[config.mk]
export PLATFORM = sky130hd
export DESIGN_NAME = butterworth_iir_filter_order4_core
export DESIGN_NICKNAME = d
export VERILOG_FILES = /design/src/rtl/core/bwf_pkg.sv /design/src/rtl/core/bwf_mul.sv /design/src/rtl/core/butterworth_iir_filter_order4_core.sv
export SDC_FILE = /design/constraint.sdc
export NUM_CORES = 2
export LEC_CHECK = 0
export BUFFER_PORTS_ARGS = -buffer_cell sky130_fd_sc_hd__buf_2
export CAP_MARGIN = 20
export CORE_ASPECT_RATIO = 1.2
export CORE_MARGIN = 2
export CORE_UTILIZATION = 40
export CTS_BUF_LIST = sky130_fd_sc_hd__clkbuf_16
export CTS_CLUSTER_SIZE = 16
export DETAILED_ROUTE_END_ITERATION = 6
export PLACE_DENSITY = 0.61
export SYNTH_ARGS = -nofsm -noshare
export SYNTH_HDL_FRONTEND = slang
export SYNTH_HIERARCHICAL = 1
export SYNTH_SLANG_ARGS = --single-unit
[constraint.sdc]
create_clock -name clock -period 9.4 [get_ports clock]
set_input_delay 0 -clock clock [delete_from_list [all_inputs] [get_ports clock]]
set_output_delay 0 -clock clock [all_outputs]
set_load 0.05 [all_outputs]
[src/rtl/core/bwf_pkg.sv]
`timescale 1ns / 1ps
`default_nettype none
// ----------------------------------------------------------------------------
// bwf_pkg: shared definitions for the fourth-order IIR filter core
// Formats, multiplier widths, register indexes, sequencer states and controls.
// ----------------------------------------------------------------------------
package bwf_pkg;

   localparam int SAMPLE_BITS     = 16;    // Q1.15 samples
   localparam int COEF_BITS       = 32;    // Q4.28 coefficients
   localparam int COEF_FRAC_BITS  = 28;
   localparam int FILTER_ORDER    = 4;
   localparam int PRIME_COUNT_DEF = 256;
   localparam int STATE_BITS      = 48;    // y and delay words
   localparam int HALF_BITS       = 16;    // coefficients go through the multiplier in halves
   localparam int NUM_SHIFT       = COEF_FRAC_BITS - HALF_BITS;
   localparam int ROUND_SHIFT     = 16;

   // shared multiplier: 48-bit signed by 17-bit signed
   localparam int MUL_A_BITS = STATE_BITS;
   localparam int MUL_B_BITS = HALF_BITS + 1;
   localparam int PROD_BITS  = MUL_A_BITS + MUL_B_BITS;

   localparam int HI_BITS      = STATE_BITS + HALF_BITS;   // y * coef / 2^16
   localparam int M_BITS       = HI_BITS - NUM_SHIFT;      // feedback term
   localparam int SUM_BITS     = M_BITS + 2;
   localparam int TAP_MAG_BITS = 4;
   localparam int BX_FULL_BITS = STATE_BITS + TAP_MAG_BITS;
   localparam int FB_IDX_BITS  = $clog2(FILTER_ORDER);
   localparam int TAP_BITS     = $clog2(FILTER_ORDER + 1);

   // binomial row of the numerator
   localparam logic [TAP_MAG_BITS-1:0] TAP_MAG [0:FILTER_ORDER] =
      '{4'd1, 4'd4, 4'd6, 4'd4, 4'd1};

   // register map
   localparam int CSR_INDEX_BITS = 3;
   localparam logic [CSR_INDEX_BITS-1:0] CSR_MODE = 3'd0;
   localparam logic [CSR_INDEX_BITS-1:0] CSR_GAIN = 3'd1;
   localparam logic [CSR_INDEX_BITS-1:0] CSR_A1   = 3'd2;
   localparam logic [CSR_INDEX_BITS-1:0] CSR_A4   = 3'd5;
   localparam logic signed [COEF_BITS-1:0] GAIN_RESET = 32'sh1000_0000;

   typedef enum logic [3:0] {
      ST_IDLE,
      ST_GLO,
      ST_GHI,
      ST_GSUM,
      ST_BX,
      ST_Y,
      ST_MLO,
      ST_MHI,
      ST_MSUM,
      ST_UPD,
      ST_DONE
   } state_type;

   typedef enum logic [1:0] {
      MUL_GAIN_LO,
      MUL_GAIN_HI,
      MUL_COEF_LO,
      MUL_COEF_HI
   } mul_sel_type;

   typedef struct packed {
      logic        ready;
      mul_sel_type mul_sel;
      logic        load_gain_lo;
      logic        load_coef_lo;
      logic        load_gx;
      logic        load_bx;
      logic        load_y;
      logic        load_m;
      logic        load_upd;
      logic        finish;
   } ctrl_type;

endpackage
`default_nettype wire

[src/rtl/core/bwf_mul.sv]
`timescale 1ns / 1ps
`default_nettype none
// ----------------------------------------------------------------------------
// bwf_mul: shared signed multiplier
// One registered 48 x 17 signed product per cycle, ready the cycle after its operands.
// ----------------------------------------------------------------------------
module bwf_mul
   import bwf_pkg::*;
(
   input  wire logic                          clock,
   input  wire logic signed [MUL_A_BITS-1:0]  op_a,
   input  wire logic signed [MUL_B_BITS-1:0]  op_b,
   output logic signed [PROD_BITS-1:0]        product
);

   logic signed [PROD_BITS-1:0] prod_ff;

   always_ff @(posedge clock) begin
      prod_ff <= op_a * op_b;
   end

   assign product = prod_ff;

endmodule
`default_nettype wire

[src/rtl/core/butterworth_iir_filter_order4_core.sv]
`timescale 1ns / 1ps
`default_nettype none
// ----------------------------------------------------------------------------
// butterworth_iir_filter_order4_core: fourth-order IIR, transposed form II
// Binomial numerator scaled by a gain, programmable denominator a1..a4.
// ----------------------------------------------------------------------------
// Usage:
//   req_*  one sample beat in (valid/ready); req_block_start clears the delay
//          words and runs the filter PRIME_COUNT extra times on that sample.
//   rsp_*  one filtered, rounded and saturated sample per request beat.
//   csr_*  register writes, taken on any cycle with csr_write_enable high;
//          write only while no sample is in flight; the core leaves this to the user.
// Sequence: one shared multiplier under a sequencer. A plain sample runs the
//   gain product (GLO, GHI, GSUM), the taps (BX), y (Y), four feedback taps
//   of MLO, MHI, MSUM and UPD each, then loads the output in DONE; req_ready
//   rises as the result is loaded, so no new sample is taken before the last
//   is through. A start beat adds PRIME_COUNT priming passes (Y and four taps).
// Stall: the result sits in an output register; a new request may run while
//   it waits, and the core only holds in its final state if the previous
//   result is still untaken when the next one is ready.
// Reset: registers to their defaults, delay words cleared, no result pending.
// ----------------------------------------------------------------------------
module butterworth_iir_filter_order4_core
   import bwf_pkg::*;
#(
   parameter int PRIME_COUNT = PRIME_COUNT_DEF
)(
   input  wire logic                          clock,
   input  wire logic                          reset,
   input  wire logic                          req_valid,
   output logic                               req_ready,
   input  wire logic signed [SAMPLE_BITS-1:0] req_sample_in,
   input  wire logic                          req_block_start,
   output logic                               rsp_valid,
   input  wire logic                          rsp_ready,
   output logic signed [SAMPLE_BITS-1:0]      rsp_sample_out,
   output logic                               rsp_clipped,
   input  wire logic                          csr_write_enable,
   input  wire logic [CSR_INDEX_BITS-1:0]     csr_index,
   input  wire logic [COEF_BITS-1:0]          csr_write_data
);

   localparam int CNT_BITS  = (PRIME_COUNT > 0) ? $clog2(PRIME_COUNT + 1) : 1;
   localparam int RND_BITS  = STATE_BITS + 1 - ROUND_SHIFT;
   localparam int BX_REP    = STATE_BITS + NUM_SHIFT - BX_FULL_BITS;
   localparam logic signed [STATE_BITS:0] ROUND_HALF =
      (STATE_BITS + 1)'(1) << (ROUND_SHIFT - 1);
   localparam logic signed [STATE_BITS-1:0] STATE_MAX = {1'b0, {(STATE_BITS-1){1'b1}}};
   localparam logic signed [STATE_BITS-1:0] STATE_MIN = {1'b1, {(STATE_BITS-1){1'b0}}};

   function automatic logic signed [STATE_BITS-1:0] sat_state(
      input logic signed [SUM_BITS-1:0] v
   );
      logic all_ones;
      logic all_zeros;
      all_ones  = &v[SUM_BITS-1:STATE_BITS-1];
      all_zeros = ~|v[SUM_BITS-1:STATE_BITS-1];
      if (all_ones || all_zeros) begin
         return v[STATE_BITS-1:0];
      end else if (v[SUM_BITS-1]) begin
         return STATE_MIN;
      end else begin
         return STATE_MAX;
      end
   endfunction

   // control
   state_type              state_ff, state_in;
   ctrl_type               ctrl;
   logic [TAP_BITS-1:0]    tap_ff, tap_in;
   logic [CNT_BITS-1:0]    prime_ff, prime_in;
   logic                   req_take;
   logic                   last_tap;
   logic                   out_load;

   // registers
   logic                          mode_ff;
   logic signed [COEF_BITS-1:0]   gain_ff;
   logic signed [COEF_BITS-1:0]   fb_ff [0:FILTER_ORDER-1];

   // datapath
   logic signed [SAMPLE_BITS-1:0] x_ff;
   logic signed [STATE_BITS-1:0]  lo_ff;
   logic signed [STATE_BITS-1:0]  gx_ff;
   logic signed [STATE_BITS-1:0]  bx_ff [0:FILTER_ORDER];
   logic signed [STATE_BITS-1:0]  y_ff;
   logic signed [M_BITS-1:0]      m_ff;
   logic signed [STATE_BITS-1:0]  dq_ff [0:FILTER_ORDER-1];
   logic signed [STATE_BITS-1:0]  dq_in [0:FILTER_ORDER-1];

   logic                          rsp_valid_ff, rsp_valid_in;
   logic signed [SAMPLE_BITS-1:0] rsp_sample_ff;
   logic                          rsp_clip_ff;

   logic [FB_IDX_BITS-1:0]        fb_idx;
   logic signed [COEF_BITS-1:0]   coef_sel;
   logic signed [MUL_A_BITS-1:0]  mul_a;
   logic signed [MUL_B_BITS-1:0]  mul_b;
   logic signed [PROD_BITS-1:0]   mul_p;

   logic signed [STATE_BITS-1:0]  gx_sum;
   logic [BX_FULL_BITS-1:0]       bx_scaled [0:FILTER_ORDER];
   logic signed [STATE_BITS-1:0]  bx_calc [0:FILTER_ORDER];
   logic signed [SUM_BITS-1:0]    y_sum;
   logic [HI_BITS-1:0]            hi_sum;
   logic signed [SUM_BITS-1:0]    upd_sum;
   logic signed [STATE_BITS:0]    r_sum;
   logic [RND_BITS-1:0]           r_val;
   logic                          r_ovf;

   // ---------------------------------------------------------------- sequencer
   always_comb begin
      state_in = state_ff;
      case (state_ff)
         ST_IDLE: begin
            if (req_valid) state_in = ST_GLO;
         end
         ST_GLO:  state_in = ST_GHI;
         ST_GHI:  state_in = ST_GSUM;
         ST_GSUM: state_in = ST_BX;
         ST_BX:   state_in = ST_Y;
         ST_Y:    state_in = ST_MLO;
         ST_MLO:  state_in = ST_MHI;
         ST_MHI:  state_in = ST_MSUM;
         ST_MSUM: state_in = ST_UPD;
         ST_UPD: begin
            if (!last_tap) begin
               state_in = ST_MLO;
            end else if (prime_ff != '0) begin
               state_in = ST_Y;
            end else begin
               state_in = ST_DONE;
            end
         end
         ST_DONE: begin
            if (!rsp_valid_ff || rsp_ready) state_in = ST_IDLE;
         end
         default: state_in = ST_IDLE;
      endcase
   end

   always_comb begin
      ctrl         = '0;
      ctrl.mul_sel = MUL_COEF_LO;
      case (state_ff)
         ST_IDLE: ctrl.ready = 1'b1;
         ST_GLO:  ctrl.mul_sel = MUL_GAIN_LO;
         ST_GHI: begin
            ctrl.mul_sel      = MUL_GAIN_HI;
            ctrl.load_gain_lo = 1'b1;
         end
         ST_GSUM: ctrl.load_gx = 1'b1;
         ST_BX:   ctrl.load_bx = 1'b1;
         ST_Y:    ctrl.load_y  = 1'b1;
         ST_MLO:  ctrl.mul_sel = MUL_COEF_LO;
         ST_MHI: begin
            ctrl.mul_sel      = MUL_COEF_HI;
            ctrl.load_coef_lo = 1'b1;
         end
         ST_MSUM: ctrl.load_m   = 1'b1;
         ST_UPD:  ctrl.load_upd = 1'b1;
         ST_DONE: ctrl.finish   = 1'b1;
         default: ctrl.ready    = 1'b0;
      endcase
   end

   assign req_take = req_valid && ctrl.ready;
   assign last_tap = (tap_ff == TAP_BITS'(FILTER_ORDER));
   assign out_load = ctrl.finish && (!rsp_valid_ff || rsp_ready);

   always_comb begin
      tap_in   = tap_ff;
      prime_in = prime_ff;
      if (req_take) begin
         prime_in = req_block_start ? CNT_BITS'(PRIME_COUNT) : '0;
      end
      if (ctrl.load_y) begin
         tap_in = TAP_BITS'(1);
      end
      if (ctrl.load_upd) begin
         tap_in = tap_ff + 1'b1;
         if (last_tap && prime_ff != '0) prime_in = prime_ff - 1'b1;
      end
   end

   always_comb begin
      rsp_valid_in = rsp_valid_ff;
      if (out_load) begin
         rsp_valid_in = 1'b1;
      end else if (rsp_ready) begin
         rsp_valid_in = 1'b0;
      end
   end

   always_ff @(posedge clock) begin
      if (reset) begin
         state_ff     <= ST_IDLE;
         tap_ff       <= '0;
         prime_ff     <= '0;
         rsp_valid_ff <= 1'b0;
      end else begin
         state_ff     <= state_in;
         tap_ff       <= tap_in;
         prime_ff     <= prime_in;
         rsp_valid_ff <= rsp_valid_in;
      end
   end

   // ---------------------------------------------------------------- registers
   always_ff @(posedge clock) begin
      if (reset) begin
         mode_ff <= 1'b0;
         gain_ff <= GAIN_RESET;
         for (int i = 0; i < FILTER_ORDER; i++) fb_ff[i] <= '0;
      end else if (csr_write_enable) begin
         case (csr_index) inside
            CSR_MODE:        mode_ff <= csr_write_data[0];
            CSR_GAIN:        gain_ff <= csr_write_data;
            [CSR_A1:CSR_A4]: fb_ff[FB_IDX_BITS'(csr_index - CSR_A1)] <= csr_write_data;
            default: ;
         endcase
      end
   end

   // ---------------------------------------------------------------- multiplier
   assign fb_idx   = FB_IDX_BITS'(tap_ff - 1'b1);
   assign coef_sel = (ctrl.mul_sel == MUL_GAIN_LO || ctrl.mul_sel == MUL_GAIN_HI) ?
                     gain_ff : fb_ff[fb_idx];

   always_comb begin
      if (ctrl.mul_sel == MUL_GAIN_LO || ctrl.mul_sel == MUL_GAIN_HI) begin
         mul_a = {{(MUL_A_BITS-SAMPLE_BITS){x_ff[SAMPLE_BITS-1]}}, x_ff};
      end else begin
         mul_a = y_ff;
      end
      // low half unsigned, high half signed
      if (ctrl.mul_sel == MUL_GAIN_LO || ctrl.mul_sel == MUL_COEF_LO) begin
         mul_b = $signed({1'b0, coef_sel[HALF_BITS-1:0]});
      end else begin
         mul_b = $signed({coef_sel[COEF_BITS-1], coef_sel[COEF_BITS-1:HALF_BITS]});
      end
   end

   bwf_mul u_mul (
      .clock   (clock),
      .op_a    (mul_a),
      .op_b    (mul_b),
      .product (mul_p)
   );

   // ---------------------------------------------------------------- datapath
   assign gx_sum = $signed({mul_p[STATE_BITS-HALF_BITS-1:0], {HALF_BITS{1'b0}}}) + lo_ff;

   // numerator terms: gain*x times binomial tap, odd taps negated for highpass
   always_comb begin
      for (int i = 0; i <= FILTER_ORDER; i++) begin
         bx_scaled[i] = {{TAP_MAG_BITS{gx_ff[STATE_BITS-1]}}, gx_ff}
                        * BX_FULL_BITS'(TAP_MAG[i]);
         if (mode_ff && i[0]) bx_scaled[i] = -bx_scaled[i];
         bx_calc[i] = $signed({{BX_REP{bx_scaled[i][BX_FULL_BITS-1]}},
                               bx_scaled[i][BX_FULL_BITS-1:NUM_SHIFT]});
      end
   end

   assign y_sum   = SUM_BITS'(bx_ff[0]) + SUM_BITS'(dq_ff[0]);
   assign hi_sum  = mul_p[HI_BITS-1:0] + HI_BITS'(lo_ff);
   assign upd_sum = SUM_BITS'(bx_ff[tap_ff]) + SUM_BITS'(dq_ff[0]) - SUM_BITS'(m_ff);

   // delay words shift one place per step; y pushes a zero in behind d[N-1]
   always_comb begin
      for (int i = 0; i < FILTER_ORDER; i++) dq_in[i] = dq_ff[i];
      if (req_take && req_block_start) begin
         for (int i = 0; i < FILTER_ORDER; i++) dq_in[i] = '0;
      end else if (ctrl.load_y || ctrl.load_upd) begin
         for (int i = 0; i < FILTER_ORDER - 1; i++) dq_in[i] = dq_ff[i+1];
         dq_in[FILTER_ORDER-1] = ctrl.load_y ? '0 : sat_state(upd_sum);
      end
   end

   always_ff @(posedge clock) begin
      if (reset) begin
         for (int i = 0; i < FILTER_ORDER; i++) dq_ff[i] <= '0;
      end else begin
         for (int i = 0; i < FILTER_ORDER; i++) dq_ff[i] <= dq_in[i];
      end
   end

   always_ff @(posedge clock) begin
      if (req_take) x_ff <= req_sample_in;
      if (ctrl.load_gain_lo) lo_ff <= mul_p[STATE_BITS-1:0];
      if (ctrl.load_coef_lo) lo_ff <= mul_p[STATE_BITS+HALF_BITS-1:HALF_BITS];
      if (ctrl.load_gx) gx_ff <= gx_sum;
      if (ctrl.load_bx) begin
         for (int i = 0; i <= FILTER_ORDER; i++) bx_ff[i] <= bx_calc[i];
      end
      if (ctrl.load_y) y_ff <= sat_state(y_sum);
      if (ctrl.load_m) m_ff <= $signed(hi_sum[HI_BITS-1:NUM_SHIFT]);
   end

   // ---------------------------------------------------------------- output
   assign r_sum = (STATE_BITS + 1)'(y_ff) + ROUND_HALF;
   assign r_val = r_sum[STATE_BITS:ROUND_SHIFT];
   assign r_ovf = !(&r_val[RND_BITS-1:SAMPLE_BITS-1]) && (|r_val[RND_BITS-1:SAMPLE_BITS-1]);

   always_ff @(posedge clock) begin
      if (out_load) begin
         rsp_clip_ff <= r_ovf;
         if (!r_ovf) begin
            rsp_sample_ff <= $signed(r_val[SAMPLE_BITS-1:0]);
         end else if (r_val[RND_BITS-1]) begin
            rsp_sample_ff <= {1'b1, {(SAMPLE_BITS-1){1'b0}}};
         end else begin
            rsp_sample_ff <= {1'b0, {(SAMPLE_BITS-1){1'b1}}};
         end
      end
   end

   assign req_ready      = ctrl.ready;
   assign rsp_valid      = rsp_valid_ff;
   assign rsp_sample_out = rsp_sample_ff;
   assign rsp_clipped    = rsp_clip_ff;

   // ---------------------------------------------------------------- checks
   a_take_starts: assert property (@(posedge clock) disable iff (reset)
      req_take |=> (state_ff == ST_GLO))
      else $error("accepted beat did not start the gain product");

   a_prime_bound: assert property (@(posedge clock) disable iff (reset)
      prime_ff <= CNT_BITS'(PRIME_COUNT))
      else $error("priming count above its load value");

   a_done_primed: assert property (@(posedge clock) disable iff (reset)
      (state_ff == ST_DONE) |-> (prime_ff == '0))
      else $error("result reached with priming passes left");

   a_tap_range: assert property (@(posedge clock) disable iff (reset)
      (state_ff == ST_MLO || state_ff == ST_MHI || state_ff == ST_MSUM ||
       state_ff == ST_UPD) |-> (tap_ff >= TAP_BITS'(1) && tap_ff <= TAP_BITS'(FILTER_ORDER)))
      else $error("feedback tap index out of range");

   a_rsp_from_done: assert property (@(posedge clock) disable iff (reset)
      $rose(rsp_valid_ff) |-> $past(state_ff == ST_DONE))
      else $error("result raised outside the final state");

endmodule
`default_nettype wire
## Word level (Yosys, flattened, before mapping)

Memories as Yosys holds them, arrays and structs flattened. A register that Yosys moved wholly into a read port is not among the register bits.
Cells that the tools add are included.

- Memories: 3
- Output and inout bits: 19
- Bits in registers: 343
- Bits in writable memories: 560

Memory list:

| memory | depth | width | read ports | clocked after Yosys merged registers in | wr ports | RTL line | source |
|---|---|---|---|---|---|---|---|
| bx_ff | 5 | 48 | 2 | 1 | 5 | butterworth_iir_filter_order4_core.sv:85 | `logic signed [STATE_BITS-1:0] bx_ff [0:FILTER_ORDER];` |
| dq_ff | 4 | 48 | 4 | 0 | 4 | butterworth_iir_filter_order4_core.sv:88 | `logic signed [STATE_BITS-1:0] dq_ff [0:FILTER_ORDER-1];` |
| fb_ff | 4 | 32 | 1 | 0 | 4 | butterworth_iir_filter_order4_core.sv:79 | `logic signed [COEF_BITS-1:0] fb_ff [0:FILTER_ORDER-1];` |

- Multiply operators: 2
- Order comparisons: 2
- Muxes and demuxes: 58
- Eq/ne operators: 16
- Reduce and logical (&&, ||, !) cells: 33
- $add $sub $neg: 11
- Bitwise logic cells: 5

Operator list:

| cell | number |
|---|---|
| $mux W48 | 12 |
| $mux W192 | 2 |
| $add A48 B48 Y49 | 2 |
| $add A64 B64 Y64 | 1 |
| $mul A48 B17 Y64 | 1 |
| $mux W32 | 2 |
| $sub A49 B52 Y53 | 1 |
| $mul A52 B2 Y51 const B | 1 |
| $mux W52 | 1 |
| $neg A52 Y52 | 1 |
| $add A48 B17 Y49 const B | 1 |
| $add A48 B48 Y48 | 1 |
| $pmux W4 S11 | 1 |
| $mux W9 | 4 |
| $mux W16 | 2 |
| $reduce_or A32 Y1 | 1 |
| $mux W1 | 23 |
| $reduce_and A18 Y1 | 1 |
| $reduce_or A18 Y1 | 1 |
| $mux W17 | 1 |
| $eq A4 B3 Y1 const B | 4 |
| $mux W4 | 4 |
| $reduce_and A7 Y1 | 2 |
| $reduce_or A7 Y1 | 2 |
| 29 further kinds | 55 |

## Logic depth before layout (Yosys ltp)

An unclocked memory read counts as a cell.

- Depth in word-level cells: 11
- Mapped depth: 34

## By module

Netlist, hierarchy kept.

Modules (own cells, without submodules):

| module | area each (um^2) | cells an instance | instances |
|---|---|---|---|
| butterworth_iir_filter_order4_core | 43106.3 | 4531 | 1 |
| bwf_mul | 28603.7 | 3196 | 1 |

## Worst setup path before layout

OpenSTA, ideal clock, no wires.

- Path kind: reg-to-reg
- From: reg state_ff[2]
- To: mem bx_ff[2][0], enable pin
- Library setup time: 0.726 ns
- Path buffers: 1
- Setup slack: 0.205 ns
- Arrival time: 8.469 ns
- Data required time: 8.674 ns
- Cell stages (with the launch flop): 4
- Cells stage by stage: dfxtp_1 -> buf_1 -> nand2b_1 -> nor3_1

RTL lines:

| element | RTL line | source |
|---|---|---|
| from (decl) | butterworth_iir_filter_order4_core.sv:68 | `state_type state_ff, state_in;` |
| from (signal assigned) | butterworth_iir_filter_order4_core.sv:202 | `state_ff <= state_in;` |
| to (decl) | butterworth_iir_filter_order4_core.sv:85 |  |

## Final worst setup path

- From: reg state_ff[0]
- To: reg u_mul.prod_ff[62] (netlist: u_mul/product[62])

RTL lines:

| element | RTL line | source |
|---|---|---|
| $eq A4 B3 Y1, or another cell as far along | butterworth_iir_filter_order4_core.sv:145 | `case (state_ff)` |
| $pmux W2 S3 (*) | butterworth_iir_filter_order4_core.sv:145 |  |
| $eq A2 B1 Y1 / $logic_not A2 Y1 (equally long branches) | butterworth_iir_filter_order4_core.sv:231 | `if (ctrl.mul_sel == MUL_GAIN_LO \|\| ctrl.mul_sel == MUL_GAIN_HI) begin` |
| $logic_or A1 B1 Y1 (*) | butterworth_iir_filter_order4_core.sv:231 |  |
| $mux W48 (*) | butterworth_iir_filter_order4_core.sv:231 |  |
| net mul_a[35] | butterworth_iir_filter_order4_core.sv:97 | `logic signed [MUL_A_BITS-1:0] mul_a;` |
| $mul A48 B17 Y64 (*) | bwf_mul.sv:19 | `prod_ff <= op_a * op_b;` |
| to (signal assigned) | bwf_mul.sv:19 |  |
| to (decl) | bwf_mul.sv:16 | `logic signed [PROD_BITS-1:0] prod_ff;` |

The timed path passes the listed nets; every way through them passes the cells marked *.
A chain may end at the register's enable or synchronous reset.

==> run_results.csv <==
group,metric,value,unit
critical_path,max_stage_delay,0.62,ns
critical_path,crit_path_end,"u_mul/product[62]",
floorplanning,initial_core_util,0.401,
global_routing,overflow,0,
clock_network,insertion_delay,0.73,ns
global_routing,grt_pass1_vias,55837,
global_routing,grt_max_degree,175,
clock_network,htreeDepth,3,
final_layout,nNetsFinal,9029,
clock_network,clk_path_buf_depth,3,
critical_path,startpoint,"state_ff[0]",
run,maxCapViolCount,0,
logic_synthesis,syn_area,71600,um2
critical_path,reg2regPathDepth,28,
detailed_routing,drc_errors,0,
logic_synthesis,synth_fp_nets,9020,
floorplanning,die_area,182000,um2
sta,period_minus_slack,8.97,ns
sta,relSlewSlack,0.290,
final_layout,multiInputGateArea,46000,um2
detailed_routing,drt_iter0_markers,3255,
sta,hold_ws,0.150,ns
floorplanning,die_h,467,um
logic_synthesis,syn_avg_cell_area,9.28,um2
sta,finalHoldViolCount,0,
sta,clock-skew-final,0.0454,ns
critical_path,cp.arrival,9.56,ns
final_layout,final_cell_count_no_fill,10112,
final_layout,fin_util,0.440,
detailed_routing,ant_nets,0,
sta,finalCritPeriodShare,0.954,
final_layout,drive_gt1_frac,0.0551,
clock_network,cts_resized,0,
placement,port_buffers,75,
placement,dp_hpwl,158000,um
clock_network,cts.sinks,780,
critical_path,critPathLaunchType,"register",
sta,setup_viol,0,
critical_path,cpMostUsedCell,"fa_1",
critical_path,critPathMaxFanout,33,
detailed_routing,drt-pass1-iter-count,7,
critical_path,ff2ff_setup_slack,0.43,ns
clock_network,post_cts_buffers,0,
sta,max_freq,0.112,GHz
final_layout,regArea,20300,um2
placement,place_inst,9833,
detailed_routing,viasPerCell,5.31,
final_layout,synthToLayoutAreaGrowth,9.68,%
critical_path,endpoint_kind,"register",
detailed_routing,wl_per_cell,20.2,um
detailed_routing,finalWirelength,205000,um
critical_path,worstReg2RegEnd,"u_mul/product[62]",
global_routing,grtUsageTotal,0.224,
global_routing,grt_pass1_wl,318000,um
critical_path,r2r-start,"state_ff[0]",
final_layout,nFillCells,17087,
floorplanning,num_io_pins,76,
run_status,outcome,"finished, final reports clean",
clock_network,path_clk_slew,0.06,ns
logic_synthesis,synthCells,7711,
detailed_routing,num_vias,53691,
clock_network,cts-root-buf,"clkbuf_16",
floorplanning,fp.coreArea,178000,um2
critical_path,cp_data_required_time,9.99,ns
clock_network,numCtsBuffers,83,
sta,setup-tns-final,0,ns
global_routing,grt_antenna_before_repair,3,
floorplanning,dieWidth,390,um
critical_path,slowest_stage,"a21o_1",
placement,routabilityCongestion,0.968,
floorplanning,rows,170,
sta,max_slew.worst_pin.slew,1.06,ns
sta,grt_setup_unrepaired,"false",
min_path,hold_path_class,"in -> reg",
logic_synthesis,synth_warnings,6,
sta,drv_slew,0,
clock_network,postCtsHoldBufs,120,
critical_path,path_class,"reg -> reg",
clock_network,cts_tree,"done",
## worst max-delay path, delay by kind of cell, from the launching register on
kind | cells | cell delay, ns
adders and majority gates | 7 | 3.49
DFF | 1 | 0.59
and+or+nand+nor | 9 | 2.22
AOI/OAI and AO/OA | 3 | 1.14
xor gates and xnor gates | 2 | 0.37
buffers and inverters | 7 | 0.95
## worst min-delay path by stage
stage | startpoint | depth (start not counted) | slack, ns | end
2_1_floorplan | req_sample_in[0] | 0 | 0.1 | x_ff[0]
3_3_place_gp | req_sample_in[1] | 1 | 0.18 | x_ff[1]
3_5_place_dp | req_sample_in[14] | 1 | 0.18 | x_ff[14]
4_1_cts | csr_write_data[13] | 3 | 0.1 | fb_ff[0][13]
5_1_grt | csr_write_data[5] | 3 | 0.15 | fb_ff[1][5]
6_report | csr_write_data[5] | 3 | 0.15 | fb_ff[1][5]
## metal layers
metal  vias to the layer above  part of all wire  track usage
met1                     26752              0.42        0.281
li1                      25171                 -            -
met3                       366             0.049       0.0268
met5                         -                 0            0
met4                         0             0.039       0.0851
met2                      1402              0.50        0.394
## per-stage QoR
step	worst slack (ns)	instance area [um2]
floorplan	0.205	71600
global placement	0.443	74500
detailed placement	0.540	74500
CTS	0.506	78400
global route	0.0637	78500
finish	0.434	78500
## placed cells by master, fill, tap and decap left out, types with 43 or more instances in the layout
master         count
buf_2             75
xnor2_1          217
dlygate4sd3_1    121
nand2_1         1273
a21o_1           194
o21ai_0          223
buf_4             81
nor2_1           256
dfxtp_1          308
nand4_1           61
nor3_1            49
inv_1           1111
ha_1             437
clkbuf_16         85
nor2b_1           83
edfxtp_1         471
fa_1             815
a31oi_1           43
and2_1           427
and3_1            68
a21oi_1          579
xor2_1           101
nand3_1           95
## sequential cells by signal, indices dropped and copies added (netlist names), 3 cells and up, named ones only
| signal | flops |
|---|---|
| bx_ff | 114 |
| dq_ff | 192 |
| fb_ff | 128 |
| gain_ff | 32 |
| gx_ff | 48 |
| lo_ff | 48 |
| m_ff | 52 |
| prime_ff | 9 |
| rsp_sample_out | 16 |
| state_ff | 4 |
| tap_ff | 3 |
| u_mul/product | 64 |
| x_ff | 16 |
| y_ff | 48 |
## final cells by class
| cell class | count | area share |
|---|---|---|
| Antenna cell | 1 | 0.0000319 |
| Multi-Input combinational cell | 5469 | 0.586 |
| Tap cell | 2322 | 0.0370 |
| Timing Repair Buffer | 291 | 0.0316 |
| Clock buffer | 85 | 0.0271 |
| Sequential cell | 780 | 0.259 |
| Inverter | 1095 | 0.0524 |
| Clock inverter | 69 | 0.00703 |
Power is left out: the tool's default activity adds up to more than one toggle a clock period on the data nets, which glitch-free logic cannot reach.
